[config.mk]
export PLATFORM = sky130hd
export DESIGN_NAME = kwm_ctrl
export DESIGN_NICKNAME = d
export VERILOG_FILES = /design/src/hw/rtl/k_way_sorted_run_merge_top_assert.svh /design/src/hw/rtl/kwm_pkg.sv /design/src/hw/rtl/kwm_ctrl.sv
export SDC_FILE = /design/constraint.sdc
export NUM_CORES = 1
export LEC_CHECK = 0
export ABC_AREA = 0
export BUFFER_PORTS_ARGS = -buffer_cell sky130_fd_sc_hd__buf_4
export CAP_MARGIN = 20
export CORE_UTILIZATION = 42
export CTS_CLUSTER_DIAMETER = 40
export DETAILED_ROUTE_END_ITERATION = 10
export SYNTH_ARGS = -nofsm -noshare
export SYNTH_HDL_FRONTEND = slang
export SYNTH_SLANG_ARGS = --single-unit
[constraint.sdc]
create_clock -name aclk -period 9.6 [get_ports aclk]
set_input_delay 0.48 -clock aclk [delete_from_list [all_inputs] [get_ports aclk]]
set_output_delay 0.48 -clock aclk [all_outputs]
set_load 0.02 [all_outputs]
[src/hw/rtl/k_way_sorted_run_merge_top_assert.svh]
// Assertion macros for the run merge block.
`ifndef K_WAY_SORTED_RUN_MERGE_TOP_ASSERT_SVH
`define K_WAY_SORTED_RUN_MERGE_TOP_ASSERT_SVH

`define KWM_ASSERT_IMPL(label, clk, rstn, prop) \
    label: assert property (@(posedge clk) disable iff (!rstn) prop) \
        else $error("assertion failed");

`define KWM_ASSERT_RESET(label, clk, rstn, prop) \
    label: assert property (@(posedge clk) prop) \
        else $error("reset assertion failed");

`endif

[src/hw/rtl/kwm_pkg.sv]
`default_nettype none
package kwm_pkg;
    localparam int MaxRecords  = 1024;
    localparam int MaxRuns     = 16;
    localparam int PayloadBits = 64;
    localparam int AddrW       = $clog2(MaxRecords);
    localparam int CntW        = $clog2(MaxRecords + 1);
    localparam int RunW        = $clog2(MaxRuns);
    localparam int RunCntW     = $clog2(MaxRuns + 1);

    localparam logic REQ_LOAD = 1'b0;
    localparam logic REQ_POP  = 1'b1;

    typedef enum logic [2:0] {
        ST_IDLE,
        ST_SETUP,
        ST_SCAN,
        ST_PICK,
        ST_FETCH,
        ST_EMIT
    } kwm_state_t;

    typedef struct packed {
        logic [31:0]            freq;
        logic [PayloadBits-1:0] word;
    } kwm_rec_t;
endpackage
`default_nettype wire

[src/hw/rtl/kwm_ctrl.sv]
`default_nettype none
module kwm_ctrl (
    input  wire logic                       aclk,
    input  wire logic                       aresetn,
    input  wire logic [4:0]                 chunk_count,
    input  wire logic                       in_valid,
    output logic                            in_ready,
    input  wire logic                       in_type,
    input  wire kwm_pkg::kwm_rec_t          in_rec,
    output logic                            out_valid,
    input  wire logic                       out_ready,
    output kwm_pkg::kwm_rec_t               out_rec,
    output logic                            out_last,
    output logic                            out_empty,
    output logic                            wr_en,
    output logic [kwm_pkg::AddrW-1:0]       wr_addr,
    output kwm_pkg::kwm_rec_t               wr_data,
    output logic [kwm_pkg::AddrW-1:0]       rd_addr,
    input  wire kwm_pkg::kwm_rec_t          rd_data,
    output logic                            merging
);
    import kwm_pkg::*;

    kwm_state_t state_reg, state_next;
    logic [CntW-1:0]    loaded_reg, loaded_next;
    logic [RunCntW-1:0] runs_reg, runs_next;
    logic [CntW-1:0]    head_reg [MaxRuns];
    logic [CntW-1:0]    end_reg  [MaxRuns];
    logic [MaxRuns-1:0] live_reg, live_next;
    logic [RunW-1:0]    idx_reg, idx_next;
    logic [RunW-1:0]    best_reg, best_next;
    logic [31:0]        bkey_reg, bkey_next;
    logic               found_reg, found_next;
    logic [CntW-1:0]    q_reg, q_next;
    logic [RunCntW-1:0] r_reg, r_next;
    logic [CntW-1:0]    start_reg, start_next;
    logic               merging_reg, merging_next;
    logic               ov_reg, ov_next;
    kwm_rec_t           orec_reg, orec_next;
    logic               olast_reg, olast_next;
    logic               oempty_reg, oempty_next;
    logic               pend_reg, pend_next;

    logic            acc;
    logic [CntW-1:0] seg_end;
    logic [CntW-1:0] new_head;
    logic [31:0]     cand_key;

    logic [CntW-1:0]    dq_reg;
    logic [RunCntW:0]   drem_reg;
    logic [$clog2(CntW+1)-1:0] dcnt_reg;
    logic               dbusy_reg;
    logic [RunCntW+1:0] dtrial;

    assign acc = in_valid && in_ready;
    assign in_ready = (state_reg == ST_IDLE) && !pend_reg && (!ov_reg || out_ready);
    assign out_valid = ov_reg;
    assign out_rec = orec_reg;
    assign out_last = olast_reg;
    assign out_empty = oempty_reg;
    assign merging = merging_reg;
    assign seg_end = start_reg + q_reg + ((CntW'(idx_reg) < CntW'(r_reg)) ? CntW'(1) : CntW'(0));
    assign new_head = head_reg[best_reg] + CntW'(1);
    assign cand_key = rd_data.freq ^ 32'h8000_0000;

    always_comb begin
        wr_en   = acc && (in_type == REQ_LOAD) && !merging_reg &&
                  (loaded_reg < CntW'(MaxRecords));
        wr_addr = loaded_reg[AddrW-1:0];
        wr_data = in_rec;
        rd_addr = (state_reg == ST_FETCH || state_reg == ST_EMIT) ?
                  head_reg[best_reg][AddrW-1:0] : head_reg[idx_reg][AddrW-1:0];
    end

    always_comb begin
        state_next = state_reg;
        unique case (state_reg)
            ST_IDLE: begin
                if (pend_reg) begin
                    if (merging_reg) begin
                        state_next = ST_SCAN;
                    end else if (!dbusy_reg) begin
                        state_next = ST_SETUP;
                    end
                end
            end
            ST_SETUP: begin
                if (idx_reg == RunW'(runs_reg - RunCntW'(1))) begin
                    state_next = ST_SCAN;
                end
            end
            ST_SCAN: begin
                if (idx_reg == RunW'(runs_reg - RunCntW'(1))) begin
                    state_next = ST_PICK;
                end
            end
            ST_PICK: state_next = ST_FETCH;
            ST_FETCH: state_next = ST_EMIT;
            ST_EMIT: begin
                if (!ov_reg || out_ready) begin
                    state_next = ST_IDLE;
                end
            end
            default: state_next = ST_IDLE;
        endcase
    end

    always_comb begin
        loaded_next = loaded_reg;
        runs_next = runs_reg;
        live_next = live_reg;
        idx_next = idx_reg;
        best_next = best_reg;
        bkey_next = bkey_reg;
        found_next = found_reg;
        q_next = q_reg;
        r_next = r_reg;
        start_next = start_reg;
        merging_next = merging_reg;
        ov_next = ov_reg && !out_ready;
        orec_next = orec_reg;
        olast_next = olast_reg;
        oempty_next = oempty_reg;
        pend_next = pend_reg;
        if (wr_en) begin
            loaded_next = loaded_reg + CntW'(1);
        end
        unique case (state_reg)
            ST_IDLE: begin
                if (acc && in_type == REQ_POP) begin
                    if (!merging_reg && loaded_reg == '0) begin
                        ov_next = 1'b1;
                        orec_next = '0;
                        olast_next = 1'b0;
                        oempty_next = 1'b1;
                    end else begin
                        pend_next = 1'b1;
                        idx_next = '0;
                        found_next = 1'b0;
                        start_next = '0;
                        if (!merging_reg) begin
                            live_next = '0;
                            if (chunk_count == 5'd0) begin
                                runs_next = RunCntW'(1);
                            end else if (32'(chunk_count) > MaxRuns) begin
                                runs_next = RunCntW'(MaxRuns);
                            end else begin
                                runs_next = RunCntW'(chunk_count);
                            end
                        end
                    end
                end
                if (pend_reg && !merging_reg) begin
                    q_next = dq_reg;
                    r_next = drem_reg[RunCntW-1:0];
                end
            end
            ST_SETUP: begin
                start_next = seg_end;
                live_next[idx_reg] = (seg_end > start_reg);
                idx_next = idx_reg + RunW'(1);
                if (idx_reg == RunW'(runs_reg - RunCntW'(1))) begin
                    idx_next = '0;
                    merging_next = 1'b1;
                end
            end
            ST_SCAN: begin
                idx_next = idx_reg + RunW'(1);
            end
            ST_EMIT: begin
                if (!ov_reg || out_ready) begin
                    ov_next = 1'b1;
                    orec_next = rd_data;
                    oempty_next = 1'b0;
                    pend_next = 1'b0;
                    idx_next = '0;
                    found_next = 1'b0;
                    if (new_head >= end_reg[best_reg]) begin
                        live_next[best_reg] = 1'b0;
                    end
                    olast_next = (live_next == '0);
                    if (live_next == '0) begin
                        merging_next = 1'b0;
                        loaded_next = '0;
                    end
                end
            end
            default: ;
        endcase
    end

    // The scan pipeline compares the head read in the previous cycle.
    logic            cmp_v_reg;
    logic [RunW-1:0] cmp_i_reg;
    logic [RunW-1:0] best_s;
    logic [31:0]     bkey_s;
    logic            found_s;

    always_comb begin
        best_s = best_next;
        bkey_s = bkey_next;
        found_s = found_next;
        if (cmp_v_reg && live_reg[cmp_i_reg] && (!found_reg || cand_key < bkey_reg)) begin
            best_s = cmp_i_reg;
            bkey_s = cand_key;
            found_s = 1'b1;
        end
    end

    always_ff @(posedge aclk) begin
        if (!aresetn) begin
            state_reg <= ST_IDLE;
            loaded_reg <= '0;
            runs_reg <= RunCntW'(1);
            live_reg <= '0;
            merging_reg <= 1'b0;
            ov_reg <= 1'b0;
            pend_reg <= 1'b0;
            found_reg <= 1'b0;
            cmp_v_reg <= 1'b0;
            idx_reg <= '0;
        end else begin
            state_reg <= state_next;
            loaded_reg <= loaded_next;
            runs_reg <= runs_next;
            live_reg <= live_next;
            merging_reg <= merging_next;
            ov_reg <= ov_next;
            pend_reg <= pend_next;
            idx_reg <= idx_next;
            cmp_v_reg <= (state_reg == ST_SCAN);
            if (state_reg == ST_SCAN || state_reg == ST_PICK) begin
                found_reg <= found_s;
            end else begin
                found_reg <= found_next;
            end
        end
    end

    always_ff @(posedge aclk) begin
        cmp_i_reg <= idx_reg;
        if (state_reg == ST_SCAN || state_reg == ST_PICK) begin
            best_reg <= best_s;
            bkey_reg <= bkey_s;
        end else begin
            best_reg <= best_next;
            bkey_reg <= bkey_next;
        end
        q_reg <= q_next;
        r_reg <= r_next;
        start_reg <= start_next;
        orec_reg <= orec_next;
        olast_reg <= olast_next;
        oempty_reg <= oempty_next;
        if (state_reg == ST_SETUP) begin
            head_reg[idx_reg] <= start_reg;
            end_reg[idx_reg] <= seg_end;
        end else if (state_reg == ST_IDLE && pend_reg && !merging_reg) begin
            for (int i = 0; i < MaxRuns; i++) begin
                head_reg[i] <= '0;
                end_reg[i] <= '0;
            end
        end else if (state_reg == ST_EMIT && (!ov_reg || out_ready)) begin
            head_reg[best_reg] <= new_head;
        end
    end

    // Quotient and remainder of the split come from a shift-subtract divider.
    assign dtrial = {drem_reg, dq_reg[CntW-1]} - {1'b0, 1'b0, runs_reg};

    always_ff @(posedge aclk) begin
        if (!aresetn) begin
            dbusy_reg <= 1'b0;
            dcnt_reg <= '0;
        end else if (acc && in_type == REQ_POP && !merging_reg && loaded_reg != '0) begin
            dbusy_reg <= 1'b1;
            dcnt_reg <= '0;
        end else if (dbusy_reg) begin
            dcnt_reg <= dcnt_reg + ($clog2(CntW+1))'(1);
            if (dcnt_reg == ($clog2(CntW+1))'(CntW - 1)) begin
                dbusy_reg <= 1'b0;
            end
        end
    end

    always_ff @(posedge aclk) begin
        if (acc && in_type == REQ_POP && !merging_reg) begin
            dq_reg <= loaded_reg;
            drem_reg <= '0;
        end else if (dbusy_reg) begin
            if (!dtrial[RunCntW+1]) begin
                drem_reg <= dtrial[RunCntW:0];
                dq_reg <= {dq_reg[CntW-2:0], 1'b1};
            end else begin
                drem_reg <= {drem_reg[RunCntW-1:0], dq_reg[CntW-1]};
                dq_reg <= {dq_reg[CntW-2:0], 1'b0};
            end
        end
    end
endmodule
`default_nettype wire

==> impl_metrics.ini, run 1 <==
[status]
status = completed

[global_routing]
global_route.overflow_total = 0
grt.total_usage = 0.236
grt_antenna_before_repair = 0
via_count_of_the_first_global_routing_pass = 21100
grt_first_pass_wirelength_um = 126000
grt_start_max_net_pins = 117

[pwr]
pwr_density_cell_mw_per_mm2 = 289
power_leakage_nw = 13.3
totalPowerFinal_mw = 9.74
power.ir.vdd_worst_mv = 0.179

[worst_setup_path]
crit_arrival_ns = 6.70
r2r_setup_slack_ns = 3.47
criticalPathCategory = flip-flop to flip-flop
critical_path_required_ns = 10.18
critPathLaunchType = flip-flop
critical_path.reg2reg.startpoint = idx_reg[1]
timing.critical_path.fanout_max = 18
setup.worst_path.end_class = flip-flop
worstSetupStartpoint = idx_reg[1]

[logic_synthesis]
netlist_area_mm2 = 0.0285
syn-mean-instance-area_um2 = 10.4
ys_seq_area_frac = 0.475
yosys.area.top_type_share = 0.294
netlist_top_cells_area = sky130_fd_sc_hd__dfxtp_1, sky130_fd_sc_hd__edfxtp_1, sky130_fd_sc_hd__mux4_2, sky130_fd_sc_hd__nand3_1, sky130_fd_sc_hd__ha_1
postSynthRegisterBits = 591
ys_async_sr_fraction = 0
synth.top_cells.by_count = sky130_fd_sc_hd__dfxtp_1, sky130_fd_sc_hd__nand3_1, sky130_fd_sc_hd__nand2_1
post_synth_inst_count = 2736
mappedNetlistNets = 3021
synth_top_flop_cell = sky130_fd_sc_hd__dfxtp_1
yosys.cell_count.top_type = sky130_fd_sc_hd__dfxtp_1
synth_top_area_cell = sky130_fd_sc_hd__dfxtp_1
synth_enable_flop_cells = 172
synth_cell_types = 78
synth.yosys.warnings = 0

[placement]
post_dp_hpwl_um = 53200
placedCellCount = 3558
finalWeightedCongestion = 0.911
portBuffers = 227
placement.setup.worst_slack_ns = 3.59

[timing]
report.final.setup_viol = 0
worst_slew_margin_rel = 0.211
clock-skew-final_ns = 0.0333
worst_hold_slack_ns = 0.0335
hold_viol = 0
setup_tns_ns = 0
grt_setup_unrepaired = no
final_critical_path_setup_slack_ns = 3.47
max_freq_mhz = 163
tightestPinTransition_ns = 1.18
final.period_utilization = 0.638
final-max-slew-violation-count = 0
min_period_ns = 6.13

[cts]
cts_root_buffer = sky130_fd_sc_hd__clkbuf_16
latest_clock_arrival_within_the_worst_skew_pair_ns = 0.66
worst_setup_hold_path_clk_slew_ns = 0.06
numCtsBuffers = 96
cts_max_level = 3
cts_tree = yes
cts.path.max_buffers = 3
sinks_on_the_clock_net = 591
post_cts.resized_instances = 0

[worst_hold_path]
worst_hold_path_type = primary input to flip-flop
holdCritStartpoint = rd_data[91]

[final_layout]
final.fill_count = 5859
final_net_count = 3092
flow.area_growth_from_synthesis_pct = 18.2
drive_gt1_frac = 0.227
multi_input_area_mm2 = 0.0130
ff_latch_area_mm2 = 0.0136
finish.cell_count_without_fillers = 3763
antennaDiodeCount = 0

[die]
floorplan.die.width_um = 263
fp.dieArea_mm2 = 0.0690
floorplan.core_area_mm2 = 0.0672
initial_util = 0.425
fp.dieH_um = 263
io_pins = 420
placementRows = 95

[routing]
drc = 0
postRouteWirelength_um = 82600
post_drt_wl_per_cell_um = 21.9
drt-pass1-iter-count = 6
detailedRoute.firstIterationViolations = 1932
dr_total_vias = 21700
final_ant_viol_nets = 0
via_per_inst = 5.76

[run]
max_cap_violations = 0
## repair_timing
item                      4_1_cts  5_1_grt
hold endpoints to repair       14        0
setup buffers                   0        0
hold buffers                   14        0
## logic make-up (layout without fill, tap and decap cells)
family,after synthesis,after routing,share of synthesized area
AND/OR/NAND/NOR,902,902,0.151
flip-flops,591,591,0.475
AO/OA/AOI/OAI,493,493,0.101
buffers and inverters,398,552,0.0712
multiplexers,226,226,0.151
adder cells (fa/ha/maj),83,83,0.0372
XOR/XNOR,43,43,0.0137
## layer usage
layer | wire length [um] | GRT usage | share of wire | up-vias
met5 | 0 | 0 | 0 | -
met4 | 2820 | 0.0943 | 0.034 | 0
met3 | 6280 | 0.0589 | 0.076 | 197
met2 | 39500 | 0.384 | 0.48 | 904
met1 | 34000 | 0.299 | 0.41 | 10600
li1 | - | - | - | 9954
## cell usage in the layout, fill, tap and decap left out, drive strengths merged, types with 33 or more instances in the layout
cell type,netlist,routed
dfxtp,419,419
nand3,289,289
buf,157,267
o21ai,241,241
nand2,210,210
nor2,182,182
edfxtp,172,172
mux4,159,159
a21oi,127,127
inv,88,117
clkbuf,151,107
and2,103,103
ha,80,80
mux2i,40,40
nor3,33,33
## where the power goes
| group | total [mW] | internal (mW) | switching, mW |
|---|---|---|---|
| Clock | 3.70 | 2.33 | 1.37 |
| Sequential | 3.19 | 3.00 | 0.189 |
| Combinational | 2.85 | 0.987 | 1.86 |
| Total | 9.74 | 6.32 | 3.42 |
## critical path, stage by stage (launching register included)
cell and delay (ns):
sky130_fd_sc_hd__dfxtp_1 0.58, sky130_fd_sc_hd__ha_1 0.20, sky130_fd_sc_hd__a21boi_0 0.15, sky130_fd_sc_hd__o21ai_0 0.09, sky130_fd_sc_hd__nand2b_1 0.07, sky130_fd_sc_hd__a21oi_1 0.06, sky130_fd_sc_hd__or2_2 0.28, sky130_fd_sc_hd__fa_1 0.40
sky130_fd_sc_hd__a21o_1 0.20, sky130_fd_sc_hd__a21oi_1 0.23, sky130_fd_sc_hd__o21bai_1 0.11, sky130_fd_sc_hd__a21oi_1 0.22, sky130_fd_sc_hd__o21ai_0 0.18, sky130_fd_sc_hd__a21o_1 0.20, sky130_fd_sc_hd__a21oi_1 0.21, sky130_fd_sc_hd__xor2_1 0.86
sky130_fd_sc_hd__inv_1 0.13, sky130_fd_sc_hd__ha_1 0.34, sky130_fd_sc_hd__nand4_1 0.10, sky130_fd_sc_hd__a21o_1 0.17, sky130_fd_sc_hd__a21oi_1 0.23, sky130_fd_sc_hd__and2_0 0.69, sky130_fd_sc_hd__nand3_1 0.16, sky130_fd_sc_hd__a21oi_1 0.18
## stage by stage
stage / area [um^2] / util
3_3_place_gp: 29900 / 0.445
2_1_floorplan: 28500 / -
6_report: 33700 / 0.502
4_1_cts: 33600 / 0.500
3_5_place_dp: 29900 / 0.445
5_1_grt: 33700 / 0.502
## area by class of cell
type,instances,share of cell area
timing repair buffer,281,0.0660
tap,873,0.0324
multi-input combinational,1747,0.385
inverter,90,0.0101
clock buffer,107,0.0752
clock inverter,74,0.0289
sequential,591,0.402
## path summary, 6_finish.rpt
check                   to  depth (start not counted)
max reg2reg    live_reg[5]                         23
max            live_reg[5]                         23
min          bkey_next[27]                          1
min reg2reg       q_reg[9]                          0
Note: power is estimated with default switching activity, not from simulation.
==> inputs of run 2 (changes only) <==
Clock period 9.6 ns to 5.6 ns, I/O delays scaled along.
==> run 2 against run 1 <==
Against the previous run:
- non-clock buffer count up 100
- largest cell class unchanged
- combinational power up 75%
- final area up 2.2%
- first-iteration DRC count down 12%
- critical endpoint is now merging
- die area unchanged
- flip-flop and latch count unchanged
- count of clock-buffer cells in the layout up 3
- total power up 69%
- critical path type unchanged
- worst setup slack worse by 3.1 ns
==> impl_metrics.ini, run 2 (same netlist as run 1, synthesis figures left out) <==
[worst_setup_path]
crit_arrival_ns = 5.69
slowest_delay_ns = 0.60
timing.critical_path.max_delay_family = compound AO/OA/AOI/OAI gates
criticalPathCategory = flip-flop to flip-flop
crit_chain = buf_4 > mux4_2 > mux4_2 > nand2_1 > nor2_1 > xor2_1 > ha_1 > and4_1 > a221o_1 > o31a_2 > nand4_1 > a222oi_1 > o2111a_1 > nor3b_1 > buf_4 > a2111oi_0
critPathLaunchType = flip-flop
setup.worst_path.end_class = flip-flop
critical-path-slowest-cell = sky130_fd_sc_hd__dfxtp_4
critical_path_required_ns = 6.10
critPathBufInv = 2
timing.critical_path.fanout_max = 20

[status]
status = completed

[pwr]
pwr_density_cell_mw_per_mm2 = 476
power_leakage_nw = 13.6
switching_part_of_the_total_power = 0.355
power_frac_seq = 0.335
power.ir.vdd_worst_mv = 0.326
clock_power_share = 0.361
share_comb_of_total_power = 0.304
cellInternalPower_mw = 10.6
net-switching-power_mw = 5.83

[timing]
tightestPinTransition_ns = 1.15
worst_hold_slack_ns = 0.0780
grt_setup_unrepaired = no
final-max-slew-violation-count = 0
report.final.setup_viol = 0
hold_viol = 0
setup_tns_ns = 0
final.period_utilization = 0.926
clock-skew-final_ns = 0.0315
worst_slew_margin_rel = 0.231
min_period_ns = 5.18
max_freq_mhz = 193

[run]
max_cap_violations = 0

[routing]
drc = 0
via_per_inst = 5.67
postRouteWirelength_um = 82500
post_drt_wl_per_cell_um = 21.4
dr_total_vias = 21900
detailedRoute.firstIterationViolations = 1697
final_ant_viol_nets = 0
drt-pass1-iter-count = 7

[cts]
numCtsBuffers = 92
cts_max_level = 3
latest_clock_arrival_within_the_worst_skew_pair_ns = 0.65
sinks_on_the_clock_net = 591
worst_setup_hold_path_clk_slew_ns = 0.05
cts_tree = yes
cts_root_buffer = sky130_fd_sc_hd__clkbuf_16
cts.path.max_buffers = 3

[final_layout]
flow.area_growth_from_synthesis_pct = 20.8
final_common_cell = sky130_fd_sc_hd__dfxtp_1
post-route-util = 0.513
finish.cell_count_without_fillers = 3857
drive_gt1_frac = 0.223
final_net_count = 3188
final.fill_count = 5839
final_design_area_no_fill_mm2 = 0.0345
commonest_non_fill_non_tap_cells_in_the_layout = sky130_fd_sc_hd__dfxtp_1, sky130_fd_sc_hd__nand3_1, sky130_fd_sc_hd__buf_4, sky130_fd_sc_hd__nand2_1, sky130_fd_sc_hd__o21ai_0

[placement]
post_dp_hpwl_um = 53900
postPlaceCellArea_mm2 = 0.0301
placedCellCount = 3580
finalWeightedCongestion = 0.880
portBuffers = 227

[die]
initial_util = 0.425
floorplan.core_area_mm2 = 0.0672
placementRows = 95
floorplan.die.width_um = 263
io_pins = 420
fp.dieArea_mm2 = 0.0690
fp.dieH_um = 263

[global_routing]
grt_start_max_net_pins = 124
grt_antenna_before_repair = 2
via_count_of_the_first_global_routing_pass = 21600
grt.total_usage = 0.236
global_route.overflow_total = 0
grt_first_pass_wirelength_um = 128000

[worst_hold_path]
worst_hold_path_type = primary input to flip-flop
==> run 2: cell types whose count changed in the layout (fill, tap and decap cells not counted), moves of 4 or more <==
| cell | change |
|---|---|
| sky130_fd_sc_hd__dlygate4sd3_1 | +85 |
| sky130_fd_sc_hd__buf_12 | +4 |
| sky130_fd_sc_hd__inv_4 | -4 |
| sky130_fd_sc_hd__inv_6 | -8 |
| sky130_fd_sc_hd__buf_4 | +16 |
| sky130_fd_sc_hd__clkinv_2 | +8 |
| sky130_fd_sc_hd__bufinv_16 | -6 |
| sky130_fd_sc_hd__clkinv_4 | +6 |
==> run 2: through the flow <==
stage | power [mW] | setup WS [ns]
2_1_floorplan | 8.76 | 0.571
3_3_place_gp | 10.3 | 0.530
3_5_place_dp | 10.5 | 0.380
4_1_cts | 16.5 | 0.353
5_1_grt | 17.2 | 0.117
6_report | 16.4 | 0.417
==> run 2: final timing paths <==
| kind | startpoint | end | slack, ns | cells past startpoint |
|---|---|---|---|---|
| max reg2reg | flip-flop | merging | 0.42 | 16 |
| min | chunk_count[1] | runs_reg[1] | 0.08 | 4 |
| min reg2reg | dq_reg[7] | q_reg[7] | 0.45 | 0 |
| max | flip-flop | merging | 0.42 | 16 |
==> run 2: timing repair <==
item / in CTS / in global routing
gates resized for setup: 0 / 2
endpoints found under the setup margin: 0 / 2
endpoints found under the hold margin: 137 / 0
hold buffers: 99 / 0
setup buffers: 0 / 0
==> run 2: area by class of cell <==
type / instances / area, um^2 / share of cell area
Antenna cell: 1 / 2.50 / 0.0000726
Clock buffer: 110 / 2520 / 0.0732
Clock inverter: 64 / 776 / 0.0225
Inverter: 90 / 340 / 0.00987
Multi-Input combinational cell: 1747 / 13000 / 0.377
Sequential cell: 591 / 13600 / 0.394
Tap cell: 873 / 1090 / 0.0317
Timing Repair Buffer: 381 / 3180 / 0.0923
==> run 2: power by group through the flow <==
stage | clock, mW | sequential (mW) | combinational (mW)
2_1_floorplan | 0 | 5.85 | 2.91
3_3_place_gp | 0 | 5.57 | 4.77
3_5_place_dp | 0 | 5.58 | 4.87
4_1_cts | 6.02 | 5.50 | 4.95
5_1_grt | 6.21 | 5.57 | 5.39
6_report | 5.93 | 5.50 | 4.99
==> run 2: worst register-to-register path, stage by stage (launching register included) <==
cell and delay [ns]:
sky130_fd_sc_hd__dfxtp_4 0.60, sky130_fd_sc_hd__buf_4 0.38, sky130_fd_sc_hd__mux4_2 0.54, sky130_fd_sc_hd__mux4_2 0.53, sky130_fd_sc_hd__nand2_1 0.12, sky130_fd_sc_hd__nor2_1 0.08
sky130_fd_sc_hd__xor2_1 0.33, sky130_fd_sc_hd__ha_1 0.32, sky130_fd_sc_hd__and4_1 0.20, sky130_fd_sc_hd__a221o_1 0.38, sky130_fd_sc_hd__o31a_2 0.42, sky130_fd_sc_hd__nand4_1 0.16
sky130_fd_sc_hd__a222oi_1 0.10, sky130_fd_sc_hd__o2111a_1 0.17, sky130_fd_sc_hd__nor3b_1 0.15, sky130_fd_sc_hd__buf_4 0.20, sky130_fd_sc_hd__a2111oi_0 0.38
==> run 2: routing by layer <==
layer	track usage	wire length (um)	vias to the layer above
met5	0	13	-
met1	0.308	34200	10700
li1	-	-	10100
met4	0.0762	2250	2
met3	0.0449	5840	148
met2	0.395	40100	894
